==> config.mk <==
export PLATFORM = sky130hd
export DESIGN_NAME = sensor_activity_gesture_detector_flat
export DESIGN_NICKNAME = d
export VERILOG_FILES = /design/src/design/sagd_pkg.sv /design/src/design/sagd_if.sv /design/src/design/sensor_activity_gesture_detector.sv /design/src/design/sagd_scaler.sv /design/src/design/sagd_cell.sv /design/src/design/sagd_gesture.sv /design/src/flat_wrapper.sv
export SDC_FILE = /design/constraint.sdc
export NUM_CORES = 2
export LEC_CHECK = 0
export BUFFER_PORTS_ARGS = -buffer_cell sky130_fd_sc_hd__buf_4
export CORE_ASPECT_RATIO = 1.4
export CORE_UTILIZATION = 25
export DETAILED_ROUTE_END_ITERATION = 12
export HOLD_SLACK_MARGIN = 0.03
export REMOVE_ABC_BUFFERS = 1
export SYNTH_ARGS = -nofsm -noshare
export SYNTH_HDL_FRONTEND = slang
export SYNTH_HIERARCHICAL = 1
export SYNTH_SLANG_ARGS = --single-unit
export TNS_END_PERCENT = 1
==> constraint.sdc <==
create_clock -name clock -period 9.7 [get_ports clock]
set_input_delay 1.455 -clock clock [delete_from_list [all_inputs] [get_ports clock]]
set_output_delay 1.455 -clock clock [all_outputs]
set_load 0.01 [all_outputs]
==> src/design/sagd_pkg.sv <==
// ============================================================================
// Sensor activity gesture detector package
// Shared constants, register codes and types of the detector.
// ============================================================================
`default_nettype none

package sagd_pkg;

   // Depth of the sample window, one chain cell per entry.
   localparam int WINDOW_DEPTH = 16;
   localparam int CNT_W        = $clog2(WINDOW_DEPTH);
   localparam int SUM_W        = 16 + CNT_W;
   localparam int SQSUM_W      = 32 + CNT_W;

   localparam logic [15:0] MID_VALUE   = 16'h7FFF;
   localparam logic [15:0] FULL_VALUE  = 16'hFFFF;
   localparam logic [15:0] EDGE_MARGIN = 16'd10;

   localparam logic [1:0] CODE_NONE = 2'd0;
   localparam logic [1:0] CODE_UP   = 2'd1;
   localparam logic [1:0] CODE_DOWN = 2'd2;

   // Register map, one 64-bit slot per register.
   localparam int ADDR_W = 6;
   localparam logic [2:0] REG_RAW_LOW   = 3'd0;
   localparam logic [2:0] REG_RAW_HIGH  = 3'd1;
   localparam logic [2:0] REG_SCALE     = 3'd2;
   localparam logic [2:0] REG_THRESHOLD = 3'd3;
   localparam logic [2:0] REG_HOLD_MS   = 3'd4;

   localparam logic [15:0] RST_RAW_LOW   = 16'hFFFF;
   localparam logic [15:0] RST_RAW_HIGH  = 16'h0001;
   localparam logic [32:0] RST_SCALE     = 33'd65536;
   localparam logic [31:0] RST_THRESHOLD = 32'd0;
   localparam logic [15:0] RST_HOLD_MS   = 16'd500;

   typedef struct packed {
      logic [15:0] level;
      logic        active;
      logic [1:0]  gesture_code;
      logic [15:0] window_min;
      logic [15:0] window_max;
   } sagd_result_type;

   typedef struct packed {
      logic        commit;
      logic        active;
      logic [15:0] cur;
      logic [31:0] now;
   } sagd_decide_type;

endpackage

`default_nettype wire

==> src/design/sagd_if.sv <==
// ============================================================================
// Sensor activity gesture detector channels
// Valid/ready channels for the sample input and the result output.
// ============================================================================
`default_nettype none

interface sagd_req_if;
   logic               valid;
   logic               ready;
   logic [31:0]        sample_time;
   logic signed [15:0] raw_sample;

   modport source (output valid, output sample_time, output raw_sample, input ready);
   modport sink   (input valid, input sample_time, input raw_sample, output ready);
endinterface

interface sagd_rsp_if;
   logic        valid;
   logic        ready;
   logic [15:0] level;
   logic        active;
   logic [1:0]  gesture_code;
   logic [15:0] window_min;
   logic [15:0] window_max;

   modport source (output valid, output level, output active, output gesture_code,
                   output window_min, output window_max, input ready);
   modport sink   (input valid, input level, input active, input gesture_code,
                   input window_min, input window_max, output ready);
endinterface

`default_nettype wire

==> src/design/sensor_activity_gesture_detector.sv <==
// ============================================================================
// Sensor activity gesture detector
// Window variance activity flag with min/max up/down gesture detection.
// ============================================================================
// One sample is taken at a time and gives exactly one result. A sample passes
// the scaler's difference and product registers, and its S_SCALE state ends
// by shifting the sample into the chain of window cells. The S_SUM state then
// rotates the chain once past the single squarer and accumulators. The FLUSH,
// MEAN, VAR, CMP and DECIDE states drain the last square into the accumulators
// and form the mean, the mean square, the variance compare and the gesture
// decision. The next sample is taken in the cycle after the result enters the
// output register, so no new sample is taken while one is still in process. A
// stalled result holds the next sample in its decision step. All window cells
// reset to 0x7FFF. Registers sit at byte address 8*index, with 64-bit data.
`default_nettype none

module sensor_activity_gesture_detector import sagd_pkg::*; (
   input  wire logic              clock,
   input  wire logic              reset,
   sagd_req_if.sink               req_chan,
   sagd_rsp_if.source             rsp_chan,
   input  wire logic              csr_psel,
   input  wire logic              csr_penable,
   input  wire logic              csr_pwrite,
   input  wire logic [ADDR_W-1:0] csr_paddr,
   input  wire logic [63:0]       csr_pwdata,
   output logic [63:0]            csr_prdata,
   output logic                   csr_pready
);

   localparam logic [2:0] S_IDLE   = 3'd0;
   localparam logic [2:0] S_SCALE  = 3'd1;
   localparam logic [2:0] S_SUM    = 3'd2;
   localparam logic [2:0] S_FLUSH  = 3'd3;
   localparam logic [2:0] S_MEAN   = 3'd4;
   localparam logic [2:0] S_VAR    = 3'd5;
   localparam logic [2:0] S_CMP    = 3'd6;
   localparam logic [2:0] S_DECIDE = 3'd7;

   // Configuration registers.
   logic signed [15:0] raw_low_ff;
   logic signed [15:0] raw_high_ff;
   logic signed [32:0] scale_ff;
   logic [31:0]        thresh_ff;
   logic [15:0]        hold_ff;
   logic               csr_write;

   assign csr_write  = csr_psel && csr_penable && csr_pwrite;
   assign csr_pready = 1'b1;

   always_ff @(posedge clock) begin
      if (reset) begin
         raw_low_ff  <= RST_RAW_LOW;
         raw_high_ff <= RST_RAW_HIGH;
         scale_ff    <= RST_SCALE;
         thresh_ff   <= RST_THRESHOLD;
         hold_ff     <= RST_HOLD_MS;
      end else if (csr_write) begin
         unique case (csr_paddr[5:3])
            REG_RAW_LOW:   raw_low_ff  <= csr_pwdata[15:0];
            REG_RAW_HIGH:  raw_high_ff <= csr_pwdata[15:0];
            REG_SCALE:     scale_ff    <= csr_pwdata[32:0];
            REG_THRESHOLD: thresh_ff   <= csr_pwdata[31:0];
            REG_HOLD_MS:   hold_ff     <= csr_pwdata[15:0];
            default: ;
         endcase
      end
   end

   always_comb begin
      unique case (csr_paddr[5:3])
         REG_RAW_LOW:   csr_prdata = {48'd0, raw_low_ff};
         REG_RAW_HIGH:  csr_prdata = {48'd0, raw_high_ff};
         REG_SCALE:     csr_prdata = {31'd0, scale_ff};
         REG_THRESHOLD: csr_prdata = {32'd0, thresh_ff};
         REG_HOLD_MS:   csr_prdata = {48'd0, hold_ff};
         default:       csr_prdata = 64'd0;
      endcase
   end

   // Control and datapath registers.
   logic [2:0]         state_ff, state_in;
   logic [CNT_W-1:0]   cnt_ff;
   logic [31:0]        now_ff;
   logic [15:0]        cur_ff;
   logic [15:0]        val_ff;
   logic [31:0]        sq_ff;
   logic               pipe_vld_ff;
   logic [SUM_W-1:0]   sum_ff;
   logic [SQSUM_W-1:0] sqsum_ff;
   logic [15:0]        mean_ff;
   logic [31:0]        avg_sq_ff;
   logic [31:0]        msq_ff;
   logic               act_ff;
   logic               rsp_valid_ff;
   sagd_result_type    rsp_ff;

   logic               accept;
   logic               scale_done;
   logic [15:0]        scaled;
   logic               shift;
   logic [15:0]        head;
   logic [15:0]        chain_in;
   logic               commit;
   sagd_decide_type    decide;
   sagd_result_type    next_result;
   logic [15:0]        cell_out [WINDOW_DEPTH];

   assign req_chan.ready = (state_ff == S_IDLE);
   assign accept         = req_chan.valid && (state_ff == S_IDLE);

   sagd_scaler u_scaler (
      .clock        (clock),
      .reset        (reset),
      .start        (accept),
      .raw_sample   (req_chan.raw_sample),
      .raw_low      (raw_low_ff),
      .raw_high     (raw_high_ff),
      .scale_factor (scale_ff),
      .done         (scale_done),
      .scaled       (scaled)
   );

   // The chain takes the new sample once, then rotates a full turn so every
   // entry passes the squarer at the head.
   assign head     = cell_out[WINDOW_DEPTH-1];
   assign shift    = (state_ff == S_SUM) || (state_ff == S_SCALE && scale_done);
   assign chain_in = (state_ff == S_SUM) ? head : scaled;

   for (genvar i = 0; i < WINDOW_DEPTH; i++) begin : g_cell
      sagd_cell u_cell (
         .clock (clock),
         .reset (reset),
         .shift (shift),
         .din   ((i == 0) ? chain_in : cell_out[(i == 0) ? 0 : i - 1]),
         .dout  (cell_out[i])
      );
   end

   assign commit = (state_ff == S_DECIDE) && (!rsp_valid_ff || rsp_chan.ready);

   always_comb begin
      decide.commit = commit;
      decide.active = act_ff;
      decide.cur    = cur_ff;
      decide.now    = now_ff;
   end

   sagd_gesture u_gesture (
      .clock   (clock),
      .reset   (reset),
      .decide  (decide),
      .hold_ms (hold_ff),
      .result  (next_result)
   );

   always_comb begin
      state_in = state_ff;
      unique case (state_ff)
         S_IDLE:   if (accept) state_in = S_SCALE;
         S_SCALE:  if (scale_done) state_in = S_SUM;
         S_SUM:    if (cnt_ff == CNT_W'(WINDOW_DEPTH - 1)) state_in = S_FLUSH;
         S_FLUSH:  state_in = S_MEAN;
         S_MEAN:   state_in = S_VAR;
         S_VAR:    state_in = S_CMP;
         S_CMP:    state_in = S_DECIDE;
         S_DECIDE: if (commit) state_in = S_IDLE;
         default:  state_in = S_IDLE;
      endcase
   end

   always_ff @(posedge clock) begin
      if (reset) begin
         state_ff     <= S_IDLE;
         cnt_ff       <= '0;
         pipe_vld_ff  <= 1'b0;
         rsp_valid_ff <= 1'b0;
      end else begin
         state_ff    <= state_in;
         pipe_vld_ff <= (state_ff == S_SUM);
         if (state_ff == S_SUM) begin
            cnt_ff <= cnt_ff + 1'b1;
         end else begin
            cnt_ff <= '0;
         end
         if (commit) begin
            rsp_valid_ff <= 1'b1;
         end else if (rsp_chan.ready) begin
            rsp_valid_ff <= 1'b0;
         end
      end
   end

   always_ff @(posedge clock) begin
      if (accept) now_ff <= req_chan.sample_time;
      if (state_ff == S_SCALE && scale_done) begin
         cur_ff   <= scaled;
         sum_ff   <= '0;
         sqsum_ff <= '0;
      end else if (pipe_vld_ff) begin
         sum_ff   <= sum_ff + SUM_W'(val_ff);
         sqsum_ff <= sqsum_ff + SQSUM_W'(sq_ff);
      end
      val_ff    <= head;
      sq_ff     <= {16'd0, head} * {16'd0, head};
      mean_ff   <= 16'(sum_ff / WINDOW_DEPTH);
      avg_sq_ff <= 32'(sqsum_ff / WINDOW_DEPTH);
      msq_ff    <= {16'd0, mean_ff} * {16'd0, mean_ff};
      if (state_ff == S_CMP) begin
         act_ff <= (thresh_ff < (avg_sq_ff - msq_ff));
      end
      if (commit) rsp_ff <= next_result;
   end

   assign rsp_chan.valid        = rsp_valid_ff;
   assign rsp_chan.level        = rsp_ff.level;
   assign rsp_chan.active       = rsp_ff.active;
   assign rsp_chan.gesture_code = rsp_ff.gesture_code;
   assign rsp_chan.window_min   = rsp_ff.window_min;
   assign rsp_chan.window_max   = rsp_ff.window_max;

endmodule

`default_nettype wire

==> src/design/sagd_scaler.sv <==
// ============================================================================
// Sample scaler
// Clamps a raw sample to the configured range and scales it by the signed
// Q16.16 factor into 0..65535, in two register stages.
// ============================================================================
`default_nettype none

module sagd_scaler import sagd_pkg::*; (
   input  wire logic               clock,
   input  wire logic               reset,
   input  wire logic               start,
   input  wire logic signed [15:0] raw_sample,
   input  wire logic signed [15:0] raw_low,
   input  wire logic signed [15:0] raw_high,
   input  wire logic signed [32:0] scale_factor,
   output logic                    done,
   output logic [15:0]             scaled
);

   localparam int PROD_W = 50;

   logic signed [15:0]       clamped;
   logic signed [16:0]       diff_in;
   logic signed [16:0]       diff_ff;
   logic signed [PROD_W-1:0] prod_in;
   logic signed [PROD_W-1:0] prod_ff;
   logic                     vld1_ff;
   logic                     vld2_ff;

   // An inverted range clamps against the low bound first, then the high one.
   always_comb begin
      clamped = raw_sample;
      if (raw_low < raw_high) begin
         if (clamped < raw_low) clamped = raw_low;
         if (clamped > raw_high) clamped = raw_high;
      end else begin
         if (clamped > raw_low) clamped = raw_low;
         if (clamped < raw_high) clamped = raw_high;
      end
      diff_in = {clamped[15], clamped} - {raw_low[15], raw_low};
      prod_in = PROD_W'(diff_ff) * PROD_W'(scale_factor);
   end

   always_ff @(posedge clock) begin
      if (reset) begin
         vld1_ff <= 1'b0;
         vld2_ff <= 1'b0;
      end else begin
         vld1_ff <= start;
         vld2_ff <= vld1_ff;
      end
      diff_ff <= diff_in;
      prod_ff <= prod_in;
   end

   always_comb begin
      if (prod_ff[PROD_W-1]) begin
         scaled = 16'd0;
      end else if (|prod_ff[PROD_W-2:32]) begin
         scaled = FULL_VALUE;
      end else begin
         scaled = prod_ff[31:16];
      end
   end

   assign done = vld2_ff;

endmodule

`default_nettype wire

==> src/design/sagd_cell.sv <==
// ============================================================================
// Window cell
// One entry of the sample window; passes its value on to the next cell.
// ============================================================================
`default_nettype none

module sagd_cell import sagd_pkg::*; (
   input  wire logic        clock,
   input  wire logic        reset,
   input  wire logic        shift,
   input  wire logic [15:0] din,
   output logic [15:0]      dout
);

   logic [15:0] value_ff;

   always_ff @(posedge clock) begin
      if (reset) begin
         value_ff <= MID_VALUE;
      end else if (shift) begin
         value_ff <= din;
      end
   end

   assign dout = value_ff;

endmodule

`default_nettype wire

==> src/design/sagd_gesture.sv <==
// ============================================================================
// Gesture tracker
// Keeps the held level, the min/max marks with their times and the gesture
// hold state, and presents the values that a commit would leave behind.
// ============================================================================
`default_nettype none

module sagd_gesture import sagd_pkg::*; (
   input  wire logic            clock,
   input  wire logic            reset,
   input  wire sagd_decide_type decide,
   input  wire logic [15:0]     hold_ms,
   output sagd_result_type      result
);

   logic [15:0] held_ff,   held_in;
   logic [1:0]  gest_ff,   gest_in;
   logic [31:0] until_ff,  until_in;
   logic [15:0] low_ff,    low_in;
   logic [15:0] high_ff,   high_in;
   logic [31:0] low_t_ff,  low_t_in;
   logic [31:0] high_t_ff, high_t_in;

   always_comb begin
      held_in   = held_ff;
      gest_in   = gest_ff;
      until_in  = until_ff;
      low_in    = low_ff;
      high_in   = high_ff;
      low_t_in  = low_t_ff;
      high_t_in = high_t_ff;
      if (!decide.active) begin
         gest_in  = CODE_NONE;
         until_in = 32'd0;
      end else begin
         held_in = decide.cur;
         if (!(decide.now < until_ff)) begin
            // A gesture that outlived its hold rearms the marks at this sample.
            if (gest_ff != CODE_NONE) begin
               gest_in   = CODE_NONE;
               low_in    = decide.cur;
               high_in   = decide.cur;
               low_t_in  = decide.now;
               high_t_in = decide.now;
            end else begin
               if (decide.cur < low_ff) begin
                  low_in   = decide.cur;
                  low_t_in = decide.now;
               end
               if (high_ff < decide.cur) begin
                  high_in   = decide.cur;
                  high_t_in = decide.now;
               end
            end
            if (low_in < EDGE_MARGIN && high_in > (FULL_VALUE - EDGE_MARGIN)) begin
               gest_in  = (low_t_in < high_t_in) ? CODE_UP : CODE_DOWN;
               until_in = decide.now + {16'd0, hold_ms};
            end
         end
      end
   end

   always_ff @(posedge clock) begin
      if (reset) begin
         held_ff   <= MID_VALUE;
         gest_ff   <= CODE_NONE;
         until_ff  <= 32'd0;
         low_ff    <= 16'd0;
         high_ff   <= FULL_VALUE;
         low_t_ff  <= 32'd0;
         high_t_ff <= 32'd0;
      end else if (decide.commit) begin
         held_ff   <= held_in;
         gest_ff   <= gest_in;
         until_ff  <= until_in;
         low_ff    <= low_in;
         high_ff   <= high_in;
         low_t_ff  <= low_t_in;
         high_t_ff <= high_t_in;
      end
   end

   always_comb begin
      result.level        = held_in;
      result.active       = decide.active;
      result.gesture_code = gest_in;
      result.window_min   = low_in;
      result.window_max   = high_in;
   end

endmodule

`default_nettype wire

==> src/flat_wrapper.sv <==
// flat-port wrapper written by rule: the top's interface ports become plain ports
module sensor_activity_gesture_detector_flat import sagd_pkg::*;
  (clock, reset, csr_psel, csr_penable, csr_pwrite, csr_paddr, csr_pwdata, csr_prdata, csr_pready, req_chan_valid, req_chan_sample_time, req_chan_raw_sample, req_chan_ready, rsp_chan_valid, rsp_chan_level, rsp_chan_active, rsp_chan_gesture_code, rsp_chan_window_min, rsp_chan_window_max, rsp_chan_ready);
  sagd_req_if req_chan_i ();
  sagd_rsp_if rsp_chan_i ();
  input  wire logic clock;
  input  wire logic reset;
  input  wire logic csr_psel;
  input  wire logic csr_penable;
  input  wire logic csr_pwrite;
  input  wire logic [ADDR_W-1:0] csr_paddr;
  input  wire logic [63:0] csr_pwdata;
  output logic [63:0] csr_prdata;
  output logic csr_pready;
  input wire logic [$bits(req_chan_i.valid)-1:0] req_chan_valid;
  input wire logic [$bits(req_chan_i.sample_time)-1:0] req_chan_sample_time;
  input wire logic [$bits(req_chan_i.raw_sample)-1:0] req_chan_raw_sample;
  output wire logic [$bits(req_chan_i.ready)-1:0] req_chan_ready;
  output wire logic [$bits(rsp_chan_i.valid)-1:0] rsp_chan_valid;
  output wire logic [$bits(rsp_chan_i.level)-1:0] rsp_chan_level;
  output wire logic [$bits(rsp_chan_i.active)-1:0] rsp_chan_active;
  output wire logic [$bits(rsp_chan_i.gesture_code)-1:0] rsp_chan_gesture_code;
  output wire logic [$bits(rsp_chan_i.window_min)-1:0] rsp_chan_window_min;
  output wire logic [$bits(rsp_chan_i.window_max)-1:0] rsp_chan_window_max;
  input wire logic [$bits(rsp_chan_i.ready)-1:0] rsp_chan_ready;
  assign req_chan_i.valid = req_chan_valid;
  assign req_chan_i.sample_time = req_chan_sample_time;
  assign req_chan_i.raw_sample = req_chan_raw_sample;
  assign req_chan_ready = req_chan_i.ready;
  assign rsp_chan_valid = rsp_chan_i.valid;
  assign rsp_chan_level = rsp_chan_i.level;
  assign rsp_chan_active = rsp_chan_i.active;
  assign rsp_chan_gesture_code = rsp_chan_i.gesture_code;
  assign rsp_chan_window_min = rsp_chan_i.window_min;
  assign rsp_chan_window_max = rsp_chan_i.window_max;
  assign rsp_chan_i.ready = rsp_chan_ready;
  sensor_activity_gesture_detector u_core (.clock(clock), .reset(reset), .req_chan(req_chan_i), .rsp_chan(rsp_chan_i), .csr_psel(csr_psel), .csr_penable(csr_penable), .csr_pwrite(csr_pwrite), .csr_paddr(csr_paddr), .csr_pwdata(csr_pwdata), .csr_prdata(csr_prdata), .csr_pready(csr_pready));
endmodule
==> summary.txt <==
Worst-Skew Late Latency - 0.70 ns
Non-Filler Instances - 12.0k
Syn Inst Count - 8000
Placed cell count - 11.8k
Mapped Avg Cell Area - 9.31 µm²
Pins Over Slew Limit - 0
Routed wire length - 200000 µm
Cell variety after synth - 99
Max_cap viols - 0
Placer Congestion - 0.890
Hpwl dp - 154000 µm
Slowest stage cell, crit path - a2111oi_0
Total Nets Final - 9597
Fin crit share - 82.0%
Rows - 236
Worst Setup Path Type - in2reg
GRT Total Usage - 13.1%
Most Frequent Cell on Critical Path - a21o_1
Worst Setup End Kind - register
Clock sink count - 858
Layout cells sized above 1 - 6.95%
Initial antenna violation count - 17
Antenna-violating nets left - 0
Fmax - 126 MHz
Clk root buf - clkbuf_16
TritonCTS buffer count - 83
Number of synthesized register bits - 858
Core area - 296000 µm²
Wirelength per Cell - 16.6 µm
Slew margin rel. - 20.1%
Clock Tree Buf Depth - 3
# hold bufs at CTS - 0
Arrival @ worst endpoint - 8.54 ns
EDFF count, synth - 100
Post-synth top flop - dfxtp_1
Startpoint types - primary input
CP Max Fanout - 22
Max incr delay on CP - 0.51 ns
Post-Syn Area - 74500 µm²
GRT overflow - 0
Worst-path clk slew - 0.06 ns
Detailed Route Iter0 Violations - 3282
Hold Path Class - reg2reg
First-pass GRT wire length - 313000 µm
Syn. warnings - 6
Post-CTS Resized - 0
DR pass1 iterations - 5
H-tree lvl count - 3
Outcome - complete, no violations
Die X - 463 µm
Hold Vio Cnt, Final - 0
Initial core utilization - 25.2%
Setup Fix Bufs, Post-CTS - 0
DIE AREA - 300000 µm²
Final setup vio count - 0
Largest net degree at the start of global routing - 277
Synthesis-to-layout area growth - 10.8%
I/O pins - 243
CTS tree - done
Die height - 648 µm
Ys async rst share - 0%
Worst-Margin Slew - 1.18 ns
Vias - 54.9k
Port bufs - 176
Remaining DRCs - 0
RSZ-0062 raised after global routing - false
Final period demand of the worst path - 7.95 ns
Crit path required time - 10.29 ns
Vias in the first global route - 55.5k
Setup Skew - 0.0545 ns
Sequential share of the synthesized area - 24.4%
Via density - 4.58
-- critical path, delay by kind of cell --
kind | cells | cell delay, ns
AOI/OAI and AO/OA | 18 | 4.15
adders and majority gates | 3 | 0.98
buffers and inverters | 4 | 0.84
and+or+nand+nor | 6 | 1.09
-- per-layer routing --
layer  global-route usage, %  vias to the layer above  wire length, µm
li1                        -                    26000                -
met1                    14.9                    27200            77900
met2                    24.0                     1295           101000
met3                    1.86                      385             9560
met4                    6.39                       16            10600
met5                       0                        -              101
-- sequential cells by signal, summed over array words and instances (netlist names), 32 cells and up --
name and flops:
u_core/u_gesture/low_t_ff 32, u_core/now_ff 32, u_core/thresh_ff 32, u_core/u_gesture/until_ff 32, u_core/u_gesture/high_t_ff 32, u_core/scale_ff 33
u_core/avg_sq_ff 32, u_core/sqsum_ff 36, u_core/u_scaler/prod_ff 34, u_core/g_cell.u_cell/dout 256
-- metrics by stage --
step / cell area, µm² / hold WS, ns / setup TNS, ns / setup slack (ns) / util, %
after floorplan: 72600 / 0.348 / -55.77 / -0.378 / -
after global placement: 79600 / 0.362 / 0 / 1.11 / 26.9
after detailed placement: 79600 / 0.355 / 0 / 1.07 / 26.9
after CTS: 82500 / 0.365 / 0 / 1.80 / 27.9
after global routing: 82500 / 0.379 / 0 / 1.08 / 27.9
final: 82500 / 0.367 / 0 / 1.75 / 27.9
-- final cells by class --
cell class	instances	area [µm²]
antenna	6	15.0
clock buffer	118	2400
clock inverter	34	440
fill	31500	213000
inverter	1209	4540
multi-input combinational	5572	49900
sequential	858	18200
tap	3927	4910
timing repair buffer	272	2070
-- cells by family after synthesis --
group,count (synthesis),synth area share (%)
AND/OR/NAND/NOR,2321,15.2
buffers and inverters,1600,8.75
adder cells (fa/ha/maj),1476,33.5
AO/OA/AOI/OAI,1296,12.3
flip-flops,858,24.4
multiplexers,243,3.43
XOR/XNOR,204,2.40
other,2,0.0101
-- cells in the final DEF (no fill, tap or decap), types with 15 or more instances in the layout --
cell type | Yosys | layout
a21o_1 | 109 | 109
nand2_1 | 898 | 897
nand4_1 | 61 | 61
o21bai_1 | 15 | 15
edfxtp_1 | 100 | 100
dfxtp_1 | 758 | 757
nor2b_1 | 310 | 309
o21ai_0 | 165 | 165
nand3b_1 | 15 | 15
ha_1 | 614 | 614
and2_1 | 331 | 331
clkbuf_1 | 245 | 19
nor3b_1 | 25 | 24
o211ai_1 | 25 | 25
nor2_1 | 337 | 337
xnor2_1 | 132 | 132
clkbuf_16 | 0 | 86
xor2_1 | 72 | 72
a31oi_1 | 22 | 22
and3_1 | 43 | 43
nand3_1 | 110 | 110
nor3_1 | 63 | 62
mux2i_1 | 149 | 149
conb_1 | 2 | 32
a211o_1 | 271 | 271
o22ai_1 | 26 | 26
or3_1 | 16 | 16
o21a_1 | 40 | 40
fa_1 | 862 | 862
nand2b_1 | 54 | 54
a22o_1 | 18 | 18
o2bb2ai_1 | 16 | 16
nor4_1 | 20 | 18
a211oi_1 | 77 | 77
o21ai_1 | 22 | 22
buf_4 | 51 | 269
a22oi_1 | 35 | 35
a21oi_1 | 321 | 321
mux2_2 | 93 | 93
inv_1 | 1208 | 1207
-- synthesized netlist by cell type (33+ instances only) --
master / number / area share, %
and3_1: 43 / 0.36
a211o_1: 271 / 3.2
nand2_1: 898 / 4.5
and2_1: 331 / 2.8
a22oi_1: 35 / 0.35
edfxtp_1: 100 / 4.0
buf_4: 51 / 0.51
a211oi_1: 77 / 0.78
buf_2: 33 / 0.22
xnor2_1: 132 / 1.6
nand3_1: 110 / 0.74
ha_1: 614 / 10
nand4_1: 61 / 0.51
o21ai_0: 165 / 1.1
mux2_2: 93 / 1.4
buf_6: 34 / 0.51
nor2_1: 337 / 1.7
a21o_1: 109 / 1.1
a21oi_1: 321 / 2.2
o21a_1: 40 / 0.40
nor3_1: 63 / 0.42
inv_1: 1208 / 6.1
xor2_1: 72 / 0.85
mux2i_1: 149 / 2.0
nand2b_1: 54 / 0.45
fa_1: 862 / 23
clkbuf_1: 245 / 1.2
nor2b_1: 310 / 2.6
dfxtp_1: 758 / 20
-- worst paths after layout --
kind	from	endpoint	slack, ns	cells past startpoint
setup / recovery	req_chan_raw_sample[15]	u_core/u_scaler/diff_ff[16]	1.75	31
hold / removal	u_core/sqsum_ff[34]	u_core/avg_sq_ff[30]	0.37	0
setup reg to reg	u_core/u_scaler/diff_ff[6]	u_core/u_scaler/prod_ff[47]	1.96	19
hold reg to reg	u_core/sqsum_ff[34]	u_core/avg_sq_ff[30]	0.37	0
Power is left out: the tool's default activity adds up to more than one toggle a clock period on the data nets, which glitch-free logic cannot reach.
